[config.mk]
export PLATFORM = sky130hd
export DESIGN_NAME = box_iou_unit
export DESIGN_NICKNAME = d
export VERILOG_FILES = /design/src/biou_pkg.sv /design/src/biou_span.sv /design/src/biou_area.sv /design/src/biou_div_cell.sv /design/src/box_iou_unit.sv
export SDC_FILE = /design/constraint.sdc
export NUM_CORES = 2
export LEC_CHECK = 0
export BUFFER_PORTS_ARGS = -buffer_cell sky130_fd_sc_hd__buf_4
export CAP_MARGIN = 10
export CORE_UTILIZATION = 59
export DETAILED_ROUTE_END_ITERATION = 10
export GPL_TIMING_DRIVEN = 0
export PLACE_DENSITY = 0.75
export SETUP_SLACK_MARGIN = 0.02
export SYNTH_ARGS = -nofsm -noshare
export SYNTH_HDL_FRONTEND = slang
export SYNTH_SLANG_ARGS = --single-unit
[constraint.sdc]
create_clock -name aclk -period 7.8 [get_ports aclk]
set_clock_uncertainty 0.2 [all_clocks]
set_input_delay 1.56 -clock aclk [delete_from_list [all_inputs] [get_ports aclk]]
set_output_delay 1.56 -clock aclk [all_outputs]
set_load 0.01 [all_outputs]
[src/biou_pkg.sv]
// biou_pkg: shared types for the box IoU pipeline.
// No dependencies; imported by biou_area, biou_div_cell and box_iou_unit.
package biou_pkg;

    // Per-request status that rides alongside the divider data.
    typedef struct packed {
        logic empty;    // intersection area is zero
        logic hit;      // non-empty intersection equals one box's area
    } biou_flags_t;

endpackage

[src/biou_span.sv]
// biou_span: first pipeline stage, overlap length of the two boxes on each axis.
// No package dependencies; feeds biou_area.
module biou_span #(
    parameter int COORD_BITS = 12
) (
    input  logic                  aclk,
    input  logic                  aresetn,
    input  logic                  in_valid,
    output logic                  in_ready,
    input  logic [COORD_BITS-1:0] a_left,
    input  logic [COORD_BITS-1:0] a_top,
    input  logic [COORD_BITS-1:0] a_width,
    input  logic [COORD_BITS-1:0] a_height,
    input  logic [COORD_BITS-1:0] b_left,
    input  logic [COORD_BITS-1:0] b_top,
    input  logic [COORD_BITS-1:0] b_width,
    input  logic [COORD_BITS-1:0] b_height,
    output logic                  out_valid,
    input  logic                  out_ready,
    output logic [COORD_BITS-1:0] ov_w,
    output logic [COORD_BITS-1:0] ov_h,
    output logic [COORD_BITS-1:0] aw,
    output logic [COORD_BITS-1:0] ah,
    output logic [COORD_BITS-1:0] bw,
    output logic [COORD_BITS-1:0] bh
);

    logic                  valid_reg;
    logic [COORD_BITS-1:0] ov_w_reg, ov_w_next;
    logic [COORD_BITS-1:0] ov_h_reg, ov_h_next;
    logic [COORD_BITS-1:0] aw_reg, ah_reg, bw_reg, bh_reg;

    function automatic logic [COORD_BITS-1:0] overlap(
        input logic [COORD_BITS-1:0] lo1,
        input logic [COORD_BITS-1:0] len1,
        input logic [COORD_BITS-1:0] lo2,
        input logic [COORD_BITS-1:0] len2
    );
        logic [COORD_BITS:0]   hi1;
        logic [COORD_BITS:0]   hi2;
        logic [COORD_BITS:0]   lo;
        logic [COORD_BITS:0]   hi;
        logic [COORD_BITS:0]   diff;
        hi1  = {1'b0, lo1} + {1'b0, len1};
        hi2  = {1'b0, lo2} + {1'b0, len2};
        lo   = (lo1 > lo2) ? {1'b0, lo1} : {1'b0, lo2};
        hi   = (hi1 < hi2) ? hi1 : hi2;
        diff = hi - lo;
        // overlap never exceeds the shorter length, so the top bit is spare
        return (hi > lo) ? diff[COORD_BITS-1:0] : '0;
    endfunction

    assign in_ready = !valid_reg || out_ready;

    always_comb begin
        ov_w_next = overlap(a_left, a_width, b_left, b_width);
        ov_h_next = overlap(a_top, a_height, b_top, b_height);
    end

    always_ff @(posedge aclk) begin
        if (!aresetn) begin
            valid_reg <= 1'b0;
        end else if (in_ready) begin
            valid_reg <= in_valid;
        end
    end

    always_ff @(posedge aclk) begin
        if (in_ready) begin
            ov_w_reg <= ov_w_next;
            ov_h_reg <= ov_h_next;
            aw_reg   <= a_width;
            ah_reg   <= a_height;
            bw_reg   <= b_width;
            bh_reg   <= b_height;
        end
    end

    assign out_valid = valid_reg;
    assign ov_w      = ov_w_reg;
    assign ov_h      = ov_h_reg;
    assign aw        = aw_reg;
    assign ah        = ah_reg;
    assign bw        = bw_reg;
    assign bh        = bh_reg;

endmodule

[src/biou_area.sv]
// biou_area: product stage (three areas) and setup stage (union, flags).
// Depends on biou_pkg; feeds the first biou_div_cell.
module biou_area #(
    parameter int COORD_BITS = 12
) (
    input  logic                      aclk,
    input  logic                      aresetn,
    input  logic                      in_valid,
    output logic                      in_ready,
    input  logic [COORD_BITS-1:0]     ov_w,
    input  logic [COORD_BITS-1:0]     ov_h,
    input  logic [COORD_BITS-1:0]     aw,
    input  logic [COORD_BITS-1:0]     ah,
    input  logic [COORD_BITS-1:0]     bw,
    input  logic [COORD_BITS-1:0]     bh,
    output logic                      out_valid,
    input  logic                      out_ready,
    output logic [2*COORD_BITS:0]     inter,
    output logic [2*COORD_BITS:0]     union_area,
    output biou_pkg::biou_flags_t     flags
);
    import biou_pkg::*;

    localparam int AREA_BITS = 2 * COORD_BITS;

    // product stage
    logic                 p_valid_reg;
    logic                 p_ready;
    logic [AREA_BITS-1:0] p_inter_reg, p_inter_next;
    logic [AREA_BITS-1:0] p_area_a_reg, p_area_a_next;
    logic [AREA_BITS-1:0] p_area_b_reg, p_area_b_next;

    // setup stage
    logic                 s_valid_reg;
    logic                 s_ready;
    logic [AREA_BITS:0]   s_inter_reg;
    logic [AREA_BITS:0]   s_union_reg, s_union_next;
    biou_flags_t          s_flags_reg, s_flags_next;

    assign s_ready  = !s_valid_reg || out_ready;
    assign p_ready  = !p_valid_reg || s_ready;
    assign in_ready = p_ready;

    always_comb begin
        p_inter_next  = {{COORD_BITS{1'b0}}, ov_w} * {{COORD_BITS{1'b0}}, ov_h};
        p_area_a_next = {{COORD_BITS{1'b0}}, aw} * {{COORD_BITS{1'b0}}, ah};
        p_area_b_next = {{COORD_BITS{1'b0}}, bw} * {{COORD_BITS{1'b0}}, bh};
    end

    always_comb begin
        // a + b - i cannot go negative: i is at most the smaller area
        s_union_next = {1'b0, p_area_a_reg} + {1'b0, p_area_b_reg}
                     - {1'b0, p_inter_reg};
        s_flags_next.empty = (p_inter_reg == '0);
        s_flags_next.hit   = (p_inter_reg != '0)
                          && ((p_inter_reg == p_area_a_reg) || (p_inter_reg == p_area_b_reg));
    end

    always_ff @(posedge aclk) begin
        if (!aresetn) begin
            p_valid_reg <= 1'b0;
            s_valid_reg <= 1'b0;
        end else begin
            if (p_ready) begin
                p_valid_reg <= in_valid;
            end
            if (s_ready) begin
                s_valid_reg <= p_valid_reg;
            end
        end
    end

    always_ff @(posedge aclk) begin
        if (p_ready) begin
            p_inter_reg  <= p_inter_next;
            p_area_a_reg <= p_area_a_next;
            p_area_b_reg <= p_area_b_next;
        end
        if (s_ready) begin
            s_inter_reg <= {1'b0, p_inter_reg};
            s_union_reg <= s_union_next;
            s_flags_reg <= s_flags_next;
        end
    end

    assign out_valid  = s_valid_reg;
    assign inter      = s_inter_reg;
    assign union_area = s_union_reg;
    assign flags      = s_flags_reg;

endmodule

[src/biou_div_cell.sv]
// biou_div_cell: one restoring-division step, one quotient bit per cell.
// Depends on biou_pkg; chained in box_iou_unit.
module biou_div_cell #(
    parameter int REM_BITS = 25,
    parameter int QUO_BITS = 16
) (
    input  logic                  aclk,
    input  logic                  aresetn,
    input  logic                  in_valid,
    output logic                  in_ready,
    input  logic [REM_BITS-1:0]   in_rem,
    input  logic [REM_BITS-1:0]   in_div,
    input  logic [QUO_BITS-1:0]   in_quo,
    input  biou_pkg::biou_flags_t in_flags,
    output logic                  out_valid,
    input  logic                  out_ready,
    output logic [REM_BITS-1:0]   out_rem,
    output logic [REM_BITS-1:0]   out_div,
    output logic [QUO_BITS-1:0]   out_quo,
    output biou_pkg::biou_flags_t out_flags
);
    import biou_pkg::*;

    logic                valid_reg;
    logic [REM_BITS-1:0] rem_reg, rem_next;
    logic [REM_BITS-1:0] div_reg;
    logic [QUO_BITS-1:0] quo_reg, quo_next;
    biou_flags_t         flags_reg;
    logic [REM_BITS:0]   rem2;
    logic [REM_BITS:0]   diff;
    logic                take;

    assign in_ready = !valid_reg || out_ready;

    always_comb begin
        rem2     = {in_rem, 1'b0};
        diff     = rem2 - {1'b0, in_div};
        take     = (rem2 >= {1'b0, in_div});
        // remainder stays below the divisor, so the top bit drops cleanly
        rem_next = take ? diff[REM_BITS-1:0] : rem2[REM_BITS-1:0];
        quo_next = {in_quo[QUO_BITS-2:0], take};
    end

    always_ff @(posedge aclk) begin
        if (!aresetn) begin
            valid_reg <= 1'b0;
        end else if (in_ready) begin
            valid_reg <= in_valid;
        end
    end

    always_ff @(posedge aclk) begin
        if (in_ready) begin
            rem_reg   <= rem_next;
            div_reg   <= in_div;
            quo_reg   <= quo_next;
            flags_reg <= in_flags;
        end
    end

    assign out_valid = valid_reg;
    assign out_rem   = rem_reg;
    assign out_div   = div_reg;
    assign out_quo   = quo_reg;
    assign out_flags = flags_reg;

endmodule

[src/box_iou_unit.sv]
// box_iou_unit: top level, IoU of two axis-aligned boxes, or 1.0 when one is nested.
// Depends on biou_pkg, biou_span, biou_area and biou_div_cell.
//
//   channel   direction  handshake           payload
//   s_        in         s_valid / s_ready   s_box_{a,b}_{left,top,width,height}
//   m_        out        m_valid / m_ready   m_overlap_ratio, m_containment_hit
//
// Accepts one request per cycle while m_ready keeps the output draining. The
// stages are one span stage, a product stage, a setup stage, FRAC_BITS divider
// cells (one quotient bit each) and the output register.
// aresetn is synchronous and clears only the valid bits of each stage.
// Every stage holds its own valid bit and advances whenever the stage after
// it is empty or moving, so bubbles close up under output stall and input
// requests keep coming in until the whole chain is full.
module box_iou_unit #(
    parameter int COORD_BITS = 12,
    parameter int FRAC_BITS  = 16
) (
    input  logic                  aclk,
    input  logic                  aresetn,
    input  logic                  s_valid,
    output logic                  s_ready,
    input  logic [COORD_BITS-1:0] s_box_a_left,
    input  logic [COORD_BITS-1:0] s_box_a_top,
    input  logic [COORD_BITS-1:0] s_box_a_width,
    input  logic [COORD_BITS-1:0] s_box_a_height,
    input  logic [COORD_BITS-1:0] s_box_b_left,
    input  logic [COORD_BITS-1:0] s_box_b_top,
    input  logic [COORD_BITS-1:0] s_box_b_width,
    input  logic [COORD_BITS-1:0] s_box_b_height,
    output logic                  m_valid,
    input  logic                  m_ready,
    output logic [FRAC_BITS:0]    m_overlap_ratio,
    output logic                  m_containment_hit
);
    import biou_pkg::*;

    // union and remainder width: a + b needs one bit over a single area
    localparam int REM_BITS = 2 * COORD_BITS + 1;

    // span stage -> area stages
    logic                  sp_valid, sp_ready;
    logic [COORD_BITS-1:0] sp_ov_w, sp_ov_h, sp_aw, sp_ah, sp_bw, sp_bh;

    // divider chain: index 0 is the setup stage output, index FRAC_BITS the last cell
    logic                  c_valid [FRAC_BITS+1];
    logic                  c_ready [FRAC_BITS+1];
    logic [REM_BITS-1:0]   c_rem   [FRAC_BITS+1];
    logic [REM_BITS-1:0]   c_div   [FRAC_BITS+1];
    logic [FRAC_BITS-1:0]  c_quo   [FRAC_BITS+1];
    biou_flags_t           c_flags [FRAC_BITS+1];

    // output register
    logic                  out_valid_reg;
    logic [FRAC_BITS:0]    ratio_reg, ratio_next;
    logic                  hit_reg;
    biou_flags_t           last_flags;

    biou_span #(
        .COORD_BITS(COORD_BITS)
    ) u_span (
        .aclk      (aclk),
        .aresetn   (aresetn),
        .in_valid  (s_valid),
        .in_ready  (s_ready),
        .a_left    (s_box_a_left),
        .a_top     (s_box_a_top),
        .a_width   (s_box_a_width),
        .a_height  (s_box_a_height),
        .b_left    (s_box_b_left),
        .b_top     (s_box_b_top),
        .b_width   (s_box_b_width),
        .b_height  (s_box_b_height),
        .out_valid (sp_valid),
        .out_ready (sp_ready),
        .ov_w      (sp_ov_w),
        .ov_h      (sp_ov_h),
        .aw        (sp_aw),
        .ah        (sp_ah),
        .bw        (sp_bw),
        .bh        (sp_bh)
    );

    // The intersection enters the divider as the starting remainder: the
    // numerator is inter << FRAC_BITS, so each cell shifts in one zero bit.
    biou_area #(
        .COORD_BITS(COORD_BITS)
    ) u_area (
        .aclk       (aclk),
        .aresetn    (aresetn),
        .in_valid   (sp_valid),
        .in_ready   (sp_ready),
        .ov_w       (sp_ov_w),
        .ov_h       (sp_ov_h),
        .aw         (sp_aw),
        .ah         (sp_ah),
        .bw         (sp_bw),
        .bh         (sp_bh),
        .out_valid  (c_valid[0]),
        .out_ready  (c_ready[0]),
        .inter      (c_rem[0]),
        .union_area (c_div[0]),
        .flags      (c_flags[0])
    );

    assign c_quo[0] = '0;

    // One cell per quotient bit, MSB first. For a partial overlap the
    // intersection is below the union, so the quotient fits FRAC_BITS bits.
    // Empty and contained requests run through as well; their quotient is
    // ignored at the end.
    for (genvar k = 0; k < FRAC_BITS; k++) begin : g_cell
        biou_div_cell #(
            .REM_BITS(REM_BITS),
            .QUO_BITS(FRAC_BITS)
        ) u_cell (
            .aclk      (aclk),
            .aresetn   (aresetn),
            .in_valid  (c_valid[k]),
            .in_ready  (c_ready[k]),
            .in_rem    (c_rem[k]),
            .in_div    (c_div[k]),
            .in_quo    (c_quo[k]),
            .in_flags  (c_flags[k]),
            .out_valid (c_valid[k+1]),
            .out_ready (c_ready[k+1]),
            .out_rem   (c_rem[k+1]),
            .out_div   (c_div[k+1]),
            .out_quo   (c_quo[k+1]),
            .out_flags (c_flags[k+1])
        );
    end

    // Advance into the output register when it is empty or being drained.
    assign c_ready[FRAC_BITS] = !out_valid_reg || m_ready;
    assign last_flags         = c_flags[FRAC_BITS];

    always_comb begin
        if (last_flags.empty) begin
            ratio_next = '0;
        end else if (last_flags.hit) begin
            // exactly 1.0
            ratio_next = {1'b1, {FRAC_BITS{1'b0}}};
        end else begin
            ratio_next = {1'b0, c_quo[FRAC_BITS]};
        end
    end

    always_ff @(posedge aclk) begin
        if (!aresetn) begin
            out_valid_reg <= 1'b0;
        end else if (c_ready[FRAC_BITS]) begin
            out_valid_reg <= c_valid[FRAC_BITS];
        end
    end

    // Hold the result while the consumer stalls; load a new one otherwise.
    always_ff @(posedge aclk) begin
        if (c_ready[FRAC_BITS]) begin
            ratio_reg <= ratio_next;
            hit_reg   <= last_flags.hit;
        end
    end

    // c_rem and c_div at the chain end are not needed past the last cell.
    assign m_valid           = out_valid_reg;
    assign m_overlap_ratio   = ratio_reg;
    assign m_containment_hit = hit_reg;

endmodule
; ---- Word level (Yosys, flattened, before mapping)
; Cells that the tools add are included.
; W data, S select, Z words.
[totals]
elab_cells = 244
inputBits = 100
ff_bits = 1151
out_inout_bits = 20
[classes]
n_eq_ne = 2
addsub = 23
magnitude_cmp = 22
mul = 3
n_reduce_logical = 45
muxes = 20
[ops]
columns = op, count
row1 = $ge A26 B25 Y1, 15
row2 = $mux W25, 15
row3 = $sub A25 B25 Y25, 15
row4 = $mul A12 B12 Y24, 3
row5 = $add A12 B12 Y13, 4
row6 = $eq A24 B24 Y1, 2
row7 = $gt A13 B12 Y1, 2
row8 = $lt A13 B13 Y1, 2
row9 = $mux W13, 2
row10 = $add A24 B24 Y25, 1
row11 = $ge A25 B25 Y1, 1
row12 = $sub A25 B24 Y25, 1
row13 = $gt A12 B12 Y1, 2
row14 = $logic_not A24 Y1, 1
row15 = $mux W12, 2
row16 = $reduce_bool A24 Y1, 1
row17 = $sub A12 B12 Y12, 2
row18 = $logic_or A1 B1 Y1, 21
row19 = $logic_not A1 Y1, 20
row20 = $mux W17, 1
row21 = $reduce_or A2 Y1, 1
row22 = $logic_and A1 B1 Y1, 1

; ---- Depth between registers and ports, before layout
[depth]
ltp_word = 21
ltp_mapped = 32
ltp_nobuf = 31

; ---- By module
; From an unflattened synthesis, not the netlist that was laid out.
[unflattened]
hier_cells = 8847
hier_area_um2 = 95034.9
[modules_own_cells]
columns = mod, seq_area_each_um2, area_per_inst_um2, instances, cells_per_inst
row1 = biou_div_cell at g_cell[0].u_cell ..., 2062.0, 4234.1, 12, 373
row2 = biou_area, 3733.6, 20571.0, 1, 2181
row3 = biou_div_cell at g_cell[6].u_cell ..., 2062.0, 3961.3, 4, 355
row4 = biou_span, 2182.1, 7099.3, 1, 728
row5 = box_iou_unit, 560.5, 710.7, 1, 42

; ---- Least setup slack after synthesis
; No wires, ideal clock.
[synth_timing]
path_type = input -> register
from = input s_box_a_left[0]
to = register u_span.ov_w_reg[8] (netlist: u_span.ov_w[8]) (data pin)
arrival_time_ns = 6.978
setup_time_ns = 0.255
n_path_buf = 2
cell_stages = 30
path_slack_ns = 0.367
required_ns = 7.345
cell_sequence = ha_1 fa_1 a21o_1 a21oi_1 o21bai_1 a21oi_1 o21bai_1 a41o_1 nor2_1 xnor2_1 ha_1 a21oi_1 nor2b_1 o21ai_0 nand2_1 a211oi_1 clkbuf_1 mux2i_1 ha_1 nor2b_1 o21ai_0 a21boi_0 o21ai_0 a21oi_1 o21a_1 o31a_1 o31ai_1 o211ai_1 clkbuf_1 and2_1
[synth_via]
elab_chain_len = 4
word_cells_on_any_way = 7
cone_classes = 2 x add/sub / 3 x order compare / 2 x mux
[synth_lines]
columns = item, line
row1 = start: declaration, box_iou_unit.sv:23  ; input logic [COORD_BITS-1:0] s_box_a_left,
row2 = $add A12 B12 Y13, biou_span.sv:44  ; hi1 = {1'b0, lo1} + {1'b0, len1};
row3 = $lt A13 B13 Y1, biou_span.sv:47  ; hi = (hi1 < hi2) ? hi1 : hi2;
row4 = $mux W13, biou_span.sv:47
row5 = $sub A12 B12 Y12 / $gt A13 B12 Y1 (equally long branches), "biou_span.sv:48, biou_span.sv:50"
row6 = end signal: assignment, biou_span.sv:70  ; ov_w_reg <= ov_w_next;
row7 = end: declaration, biou_span.sv:29  ; logic [COORD_BITS-1:0] ov_w_reg, ov_w_next;
; Several ways; a longest one is shown, not always the timed one.
; A chain may end at the register's enable or synchronous reset.

; ---- Worst setup path in the final report
[layout_timing]
from = input m_ready
to = output s_ready
[layout_via]
elab_chain_len = 20
[layout_lines]
columns = item, line
row1 = start: declaration, box_iou_unit.sv:32  ; input logic m_ready,
row2 = $logic_or A1 B1 Y1, box_iou_unit.sv:135  ; assign c_ready[FRAC_BITS] = !out_valid_reg || m_ready;
row3 = $logic_or A1 B1 Y1 (16 in series), biou_div_cell.sv:33  ; assign in_ready = !valid_reg || out_ready;
row4 = $logic_or A1 B1 Y1, biou_area.sv:40  ; assign s_ready = !s_valid_reg || out_ready;
row5 = $logic_or A1 B1 Y1, biou_area.sv:41  ; assign p_ready = !p_valid_reg || s_ready;
row6 = $logic_or A1 B1 Y1, biou_span.sv:53  ; assign in_ready = !valid_reg || out_ready;
row7 = end: declaration, box_iou_unit.sv:22  ; output logic s_ready,
; Every way passes these cells.

==> summary.txt <==
Status
  • Status: complete, no violations

Die
  • Width of the die: 368 um
  • Die area: 136000 um^2
  • Num ports: 120
  • CORE AREA: 132000 um^2
  • FP Rows: 133
  • Die height: 368 um
  • Initial Util: 59.8%

GRT
  • Initial antenna violation count: 2
  • GR met1 Demand/Resource: 35.1%
  • Remaining Overflow, GRT: 0
  • Total track usage: 27.8%
  • M2 GR Usage: 47.2%
  • Vias in the first global route: 55.1k
  • Met3 Use GR: 3.73%
  • Grt peak-use layer: met2
  • Largest net degree at the start of global routing: 73
  • Global-route wire length before repair: 296000 um

Routing
  • Routed WL: 189000 um
  • DR WL/cell: 19.8 um
  • Routed vias: 55.1k
  • DR pass1 iterations: 6
  • Vias per cell: 5.78
  • Remaining antenna violation count after routing: 0
  • DRT iter0 DRCs: 4674
  • # DRC: 0

Setup path
  • Top fanout value on the critical path: 60
  • Critical path class: in -> out
  • Cells on worst reg2reg path: 22
  • Startpoint types: primary input
  • Critical R2R Launch: u_span.ov_h[5]
  • Critical path required time: 6.04 ns
  • Crit. End Element: primary output
  • FF-to-FF setup slack: 0.93 ns
  • RR Endpoint: u_area.p_inter_reg[23]
  • Critical Path AT: 5.65 ns

Synth
  • Unique cell type count in the Yosys netlist: 86
  • Register area share after synthesis: 43.4%
  • Post-synth top area share: 42.9%
  • Largest area contributor in the netlist: edfxtp_1
  • Post-synth top cells: inv_1, edfxtp_1, ha_1, nand2_1, a21oi_1
  • Number of synthesized flops with an enable pin: 1131
  • Avg Cell Area, Syn: 10.7 um^2
  • Yosys reg bits: 1151
  • Syn Inst Count: 7403
  • Most frequent cell after synthesis: inv_1
  • Ranking of synthesized cells by area: edfxtp_1, ha_1, fa_1
  • Post-synth top flop: edfxtp_1
  • Mapped Area: 79100 um^2
  • Asr flop ratio synth: 0%
  • Syn_nets: 8600
  • Synth Warn #: 0

Job
  • Max cap viols: 0

Clock network
  • Clk Latency, worst-skew pair: 0.77 ns
  • CTS Root Cell: clkbuf_16
  • Number of clock sinks: 1151
  • Clock buffer depth: 3
  • CTS tree: yes
  • Num CTS Buffers: 119
  • Reg clk slew, reported paths: 0.06 ns
  • H-tree Lvls: 3

Final layout
  • # fillers: 10.2k
  • # nets final: 8857
  • Layout cells sized above 1: 7.37%
  • Multi-input gate area: 39900 um^2
  • Layout area overhead: 9.78%
  • Register Area: 34400 um^2

STA
  • Maximum clock rate: 0.135 GHz
  • Fin crit period: 7.41 ns
  • RSZ-0062 raised after global routing: false
  • Endpoints failing setup: 0
  • Final Hold Viols: 0
  • Final WS setup: 0.386 ns
  • Period utilisation layout: 95.1%
  • Max Slew Vio Count: 0
  • Worst slew pin tran: 1.13 ns
  • Worst rel slew slack: 23.9%

Place
  • Detailed Place HPWL: 149000 um
  • Pre-CTS setup slack: -0.845 ns
  • Gp weighted congestion: 0.971
  • PortBufs: 118

Hold path
  • Min-delay src: g_cell[3].u_cell.out_flags[0]
  • Worst hold path type: reg -> reg
  • Number of cells on the worst hold path: 0
  • Hold EP: g_cell[4].u_cell.out_flags[0]
==> how the worst max path moves through the flow <==
stage | depth (start not counted) | end | start
detailed placement | 31 | u_span.ov_w[5] | s_box_a_left[0]
finish | 15 | s_ready | m_ready
global route | 30 | u_span.ov_h[3] | s_box_a_top[1]
floorplan | 30 | u_span.ov_w[8] | s_box_a_left[0]
global placement | 14 | s_ready | m_ready
CTS | 31 | u_span.ov_w[5] | s_box_a_left[0]
==> critical path: stages <==
cell     delay, ns
buf_4         0.12
and3b_1       0.19
buf_2         0.19
and4_1        0.28
and2_1        0.30
and3_1        0.38
and3_1        0.30
buf_2         0.30
and4_1        0.35
and3_1        0.18
buf_2         0.17
and4_1        0.41
nand3_4       0.32
buf_16        0.33
buf_4         0.19
==> layout by cell type (no fill, tap or decap), types with 144 or more instances in the layout <==
cell type | synthesis | layout
clkbuf_1 | 126 | 145
o21ai_0 | 302 | 301
nand2_1 | 625 | 618
and2_1 | 204 | 204
fa_1 | 345 | 345
edfxtp_1 | 1131 | 1131
xor2_1 | 144 | 144
nor2_1 | 377 | 377
inv_1 | 1143 | 1136
a21oi_1 | 443 | 442
ha_1 | 752 | 752
a21o_1 | 193 | 193
xnor2_1 | 276 | 276
==> area by class of cell <==
class,instances,area share [%]
buffer,150,0.706
timing repair buffer,137,1.46
clock buffer,144,3.57
tap,1755,2.53
antenna,6,0.0173
inverter,1145,4.96
multi-input combinational,4956,46.0
clock inverter,80,1.20
sequential,1151,39.6
==> per-stage QoR <==
stage | TNS [ns] | hold WS (ns) | utilization (%) | instance area, um^2 | cells
CTS | 0 | 0.167 | 65.6 | 86800 | 9517
finish | 0 | 0.166 | 65.6 | 86800 | 9524
global route | 0 | 0.178 | 65.6 | 86800 | 9518
floorplan | 0 | 0.200 | - | 79100 | 7403
global placement | -47.98 | 0.201 | 62.1 | 82200 | 9276
detailed placement | -13.32 | 0.205 | 62.5 | 82700 | 9293
==> metal layers <==
layer	vias up	share of wire, %
met5	-	0
met4	0	5.5
met3	446	6.0
met2	1912	48
met1	26500	41
li1	26200	-
==> cell families after synthesis <==
family          count (synthesis)  synth area share [%]
compound gates               1406                  11.2
xor+xnor                      420                  4.65
fa+ha+maj                    1098                  20.6
buf+inv                      1296                  6.21
flops                        1151                  43.4
mux                           192                  2.70
simple gates                 1840                  11.2
==> what timing repair did <==
| item | 4_1_cts | 5_1_grt |
|---|---|---|
| setup endpoints to repair | 10 | 22 |
| hold buffers | 0 | 0 |
| pin swaps | 0 | 1 |
| resized for setup | 1 | 11 |
| setup buffers | 0 | 1 |
Power is left out: the tool's default activity adds up to more than one toggle a clock period on the data nets, which glitch-free logic cannot reach.
